===== config.mk =====
export PLATFORM = sky130hd
export DESIGN_NAME = ppts_queue
export DESIGN_NICKNAME = d
export VERILOG_FILES = /design/src/design/ppts_pkg.sv /design/src/design/ppts_queue.sv
export SDC_FILE = /design/constraint.sdc
export NUM_CORES = 1
export LEC_CHECK = 0
export BUFFER_PORTS_ARGS = -buffer_cell sky130_fd_sc_hd__clkbuf_2
export CAP_MARGIN = 20
export CORE_MARGIN = 10
export CORE_UTILIZATION = 40
export CTS_CLUSTER_DIAMETER = 80
export DETAILED_ROUTE_END_ITERATION = 16
export GPL_ROUTABILITY_DRIVEN = 0
export PLACE_DENSITY = 0.64
export SKIP_LAST_GASP = 1
export SLEW_MARGIN = 5
export SYNTH_ARGS = -nofsm -noshare
export SYNTH_HDL_FRONTEND = slang
export SYNTH_SLANG_ARGS = --single-unit

===== constraint.sdc =====
create_clock -name clock -period 6.6 [get_ports clock]
set_input_delay 1.65 -clock clock [delete_from_list [all_inputs] [get_ports clock]]
set_output_delay 1.65 -clock clock [all_outputs]
set_load 0.02 [all_outputs]

===== src/design/ppts_pkg.sv =====
`default_nettype none

package ppts_pkg;

   // fixed-point format
   localparam int FRAC_BITS = 16;
   localparam int COORD_W   = 32;
   localparam int DIM_W     = 14;
   localparam int PROD_W    = 2 * COORD_W;
   localparam int CLIP_W    = PROD_W + 1 - FRAC_BITS;
   localparam int W_W       = CLIP_W - 1;
   localparam int MAG_W     = CLIP_W;
   localparam int NUM_W     = MAG_W + DIM_W;
   localparam int Q_W       = 32;
   localparam int DIVD_W    = NUM_W + FRAC_BITS - 1;
   localparam int HIGH_W    = DIVD_W - Q_W;
   localparam int CMP_W     = (HIGH_W > W_W) ? HIGH_W : W_W;
   localparam int DIV_STAGES = Q_W;

   // clip w threshold, about 0.001 rounded to nearest, at least one lsb
   localparam longint THRESH_RAW = ((longint'(1) << FRAC_BITS) + 500) / 1000;
   localparam longint THRESH_VAL = (THRESH_RAW < 1) ? 1 : THRESH_RAW;
   localparam logic signed [CLIP_W-1:0] W_THRESH = CLIP_W'(THRESH_VAL);

   localparam logic [Q_W-1:0] MAX_POS = {1'b0, {(Q_W-1){1'b1}}};
   localparam logic [Q_W-1:0] MIN_NEG = {1'b1, {(Q_W-1){1'b0}}};

   localparam logic [DIM_W-1:0] WIDTH_RESET  = DIM_W'(1920);
   localparam logic [DIM_W-1:0] HEIGHT_RESET = DIM_W'(1080);

   localparam int QUEUE_DEPTH = 4;
   localparam int QPTR_W      = $clog2(QUEUE_DEPTH);
   localparam int QCNT_W      = $clog2(QUEUE_DEPTH + 1);

   typedef enum logic {
      ACT_LOAD    = 1'b0,
      ACT_PROJECT = 1'b1
   } action_type;

   typedef enum logic {
      CSR_SCREEN_WIDTH  = 1'b0,
      CSR_SCREEN_HEIGHT = 1'b1
   } csr_index_type;

   typedef struct packed {
      action_type          action;
      logic [3:0]          coef_index;
      logic signed [31:0]  coef_value;
      logic signed [31:0]  point_x;
      logic signed [31:0]  point_y;
      logic signed [31:0]  point_z;
   } req_type;

   typedef struct packed {
      logic signed [31:0]  screen_x;
      logic signed [31:0]  screen_y;
      logic signed [31:0]  depth;
      logic                behind_camera;
      logic                saturated;
   } rsp_type;

   // classified point handed from front to back
   typedef struct packed {
      logic               behind;
      logic [MAG_W-1:0]   mag_x;
      logic               neg_x;
      logic [MAG_W-1:0]   mag_y;
      logic               neg_y;
      logic [W_W-1:0]     w;
      logic [31:0]        depth;
      logic               dep_sat;
   } job_type;

endpackage

`default_nettype wire


===== src/design/ppts_queue.sv =====
`default_nettype none

module ppts_queue (
   input  wire logic              clock,
   input  wire logic              reset,
   input  wire logic              wr,
   input  wire ppts_pkg::job_type wr_data,
   output logic                   full,
   input  wire logic              rd,
   output ppts_pkg::job_type      rd_data,
   output logic                   empty
);

   ppts_pkg::job_type                 mem_ff [ppts_pkg::QUEUE_DEPTH];
   logic [ppts_pkg::QPTR_W-1:0]       wptr_ff;
   logic [ppts_pkg::QPTR_W-1:0]       rptr_ff;
   logic [ppts_pkg::QCNT_W-1:0]       cnt_ff;
   logic [ppts_pkg::QCNT_W-1:0]       cnt_in;

   assign full    = cnt_ff == ppts_pkg::QCNT_W'(ppts_pkg::QUEUE_DEPTH);
   assign empty   = cnt_ff == '0;
   assign rd_data = mem_ff[rptr_ff];

   always_comb begin
      cnt_in = cnt_ff;
      if (wr && !rd) cnt_in = cnt_ff + 1'b1;
      if (rd && !wr) cnt_in = cnt_ff - 1'b1;
   end

   always_ff @(posedge clock) begin
      if (reset) begin
         wptr_ff <= '0;
         rptr_ff <= '0;
         cnt_ff  <= '0;
      end else begin
         if (wr) wptr_ff <= wptr_ff + 1'b1;
         if (rd) rptr_ff <= rptr_ff + 1'b1;
         cnt_ff <= cnt_in;
      end
   end

   always_ff @(posedge clock) begin
      if (wr) mem_ff[wptr_ff] <= wr_data;
   end

endmodule

`default_nettype wire


==> results.md <==
- Die Wd: between 200 and 300 µm
- Final Hold Violating Endpoints: 0
- Final WL: 55500 µm
- Final Max Tran Viols: 0
- Hold depth: 2
- First-pass DRT Iterations: 4
- Post-synth top area cell: edfxtp_1
- GR Util All Layers: 14.2%
- Mapped cell area: 26700 µm²
- Status: finished, final reports clean
- Initial antenna violation count: 11
- FP Rows: 94
- Number of max-cap violations: 0
- Critical Path AT: around 3.0 ns
- First-pass GRT wire length: 83000 µm
- Netlist cell types: 21
- Period utilisation layout: 70.8%
- Clock Skew: 0.0251 ns
- Hold Path Class: register to register
- Starting Density: about two fifths
- F_max: 214 MHz
- Cells on worst reg2reg path: 3
- Vias in the first global route: between 10000 and 15000
- Post-synthesis mux area share: 15.4%
- Num CTS Buffers: 77
- Clock sinks: 737
- Max_slew headroom: between 30% and 40%
- Drt via density: 5.05
- PortBufs: roughly 370
- Post-synth top flop: edfxtp_1
- Core area: around 66000 µm²
- Peak VDD IR: 0.256 mV
- Fin nets: 1615
- Via count: roughly 12000
- Clock Pin Slew Worst Setup and Hold Paths: ~0.05 ns
- Finished Layout Cells: 2351
- Yosys reg bits: 737
- TritonCTS clock tree: built
- Pin count of the biggest net entering global routing: 96
- Synth top area share: just over 80%
- Worst-Margin Slew: 0.906 ns
- Post-Synth Simple-Gate Area: 0.286%
- Clk Latency, worst-skew pair: 0.61 ns
- YS warnings: 0
- Crit. End Element: output pin
- PwrDens: 334 nW/µm²
- Synth area leaders: edfxtp_1, mux4_2, buf_6
- Crit Path Max Fanout: 41
- Setup tns final: 0 ns
- Post-synth EDFFs: 728
- Cell count after synthesis: 997
- P&R area growth vs syn: 20.0%
- Unrepaired setup endpoints after global routing: false
- Chip Height: 278 µm
- Post-route ant nets: 0
- Post-Synth Adder-Cell Area: 0.309%
- WL/cell: 23.6 µm
- Syn_nets: 1189
- Synth Area in XOR/XNOR: 0.164%
- Setup bufs post-CTS: 0
- H-tree depth: 3
- Clk buf depth: 3
- Complex-gate fraction of the synthesized area: less than 1%
- Main combinational cell family by area after synthesis: multiplexers
- Setup-failing EPs final: 0
- Worst Setup Path Type: register to output pin
- Setup crit start kind: register
- Async SR Flop Fraction: 0%
- Die area: 77500 µm²
- DRC: 0
- Commonest cells post-synth: edfxtp_1, mux4_2, buf_6, buf_2, dfxtp_1
- Total gr overflow: 0
- Most common cell in the netlist: edfxtp_1
- Register area share after synthesis: between 80 and 90%
- Iteration-0 DRC Markers: 844
- Root Driver: clkbuf_16
- Dpl cells: between 2000 and 2500
- Critical Path RT: 4.95 ns
- CTS resizes: 0
- Detail Placement HPWL: 34800 µm
- Leak: 10.7 nW
- I/O pin total: 370
- Syn avg cell area: ~27 µm²
- Minimum clock period: 4.68 ns
- Share of cells above drive strength 1: 46.4%
- Hold_buf cts: 0
## cell type report
cell class	count	area (µm²)
Antenna cell	4	10.0
Clock buffer	86	1980
Clock inverter	53	484
Fill cell	5344	33900
Inverter	6	22.5
Multi-Input combinational cell	213	4340
Sequential cell	737	22000
Tap cell	864	1080
Timing Repair Buffer	388	2090
## where the power goes
| group | leakage [nW] | switching, mW | internal (mW) | total (mW) |
|---|---|---|---|---|
| registers | 6.76 | 0.0592 | 5.38 | 5.44 |
| clock network | 1.20 | 1.75 | 2.42 | 4.16 |
| logic | 2.78 | 0.683 | 0.430 | 1.11 |
| total | 10.7 | 2.49 | 8.23 | 10.7 |
## critical path, stage by stage (launching register included)
cell      delay (ns)
dfxtp_4         0.94
buf_4           0.63
mux4_2          0.59
clkbuf_2        0.18
## flip-flops by register name, summed over array words and instances, names as in the netlist, named ones only
name,flops
cnt_ff,3
rptr_ff,2
mem_ff,728
wptr_ff,2
## stage by stage
stage	area, µm²	hold slack [ns]	power (mW)	setup WS [ns]	utilization [%]
floorplan	26700	0.467	6.27	0.250	-
global placement	29600	0.482	6.66	2.48	44.8
detailed placement	29600	0.510	6.69	2.44	44.8
CTS	32000	0.517	10.9	1.76	48.6
global route	32100	0.547	11.1	1.63	48.6
finish	32100	0.511	10.7	1.92	48.6
## layer usage
metal,routed length (µm),global-route usage [%],vias to the layer above
li1,-,-,5202
met3,3770,4.38,86
met1,21700,17.2,6245
met2,28700,23.9,325
met5,84,0,-
met4,1210,5.17,14
## path summary, 6_finish.rpt
check | startpoint | endpoint | slack (ns)
hold / removal | cnt_ff[2] | cnt_ff[2] | 0.51
setup / recovery | register | rd_data[73] | 1.92
setup reg to reg | wptr_ff[0] | mem_ff[3][178] | 4.22
hold reg to reg | cnt_ff[2] | cnt_ff[2] | 0.51
## cells in the final DEF (no fill, tap or decap), drive strengths merged
| cell | n |
|---|---|
| and3 | 1 |
| a21oi | 2 |
| dfxtp | 9 |
| xnor2 | 2 |
| clkinv | 38 |
| and2 | 4 |
| o21ai | 1 |
| nor2 | 8 |
| or3 | 1 |
| mux4 | 182 |
| nand2 | 1 |
| fa | 1 |
| ha | 5 |
| xor2 | 3 |
| clkinvlp | 5 |
| inv | 10 |
| nor3 | 1 |
| edfxtp | 728 |
| mux2i | 1 |
| bufinv | 6 |
| diode | 4 |
| clkbuf | 455 |
| buf | 19 |
## kinds of logic after synthesis
family          Yosys count
flops                   737
mux                     183
buf+inv                  47
simple gates             16
fa+ha+maj                 6
xor+xnor                  5
compound gates            3
No activity file was read; power rests on OpenSTA's default activity.
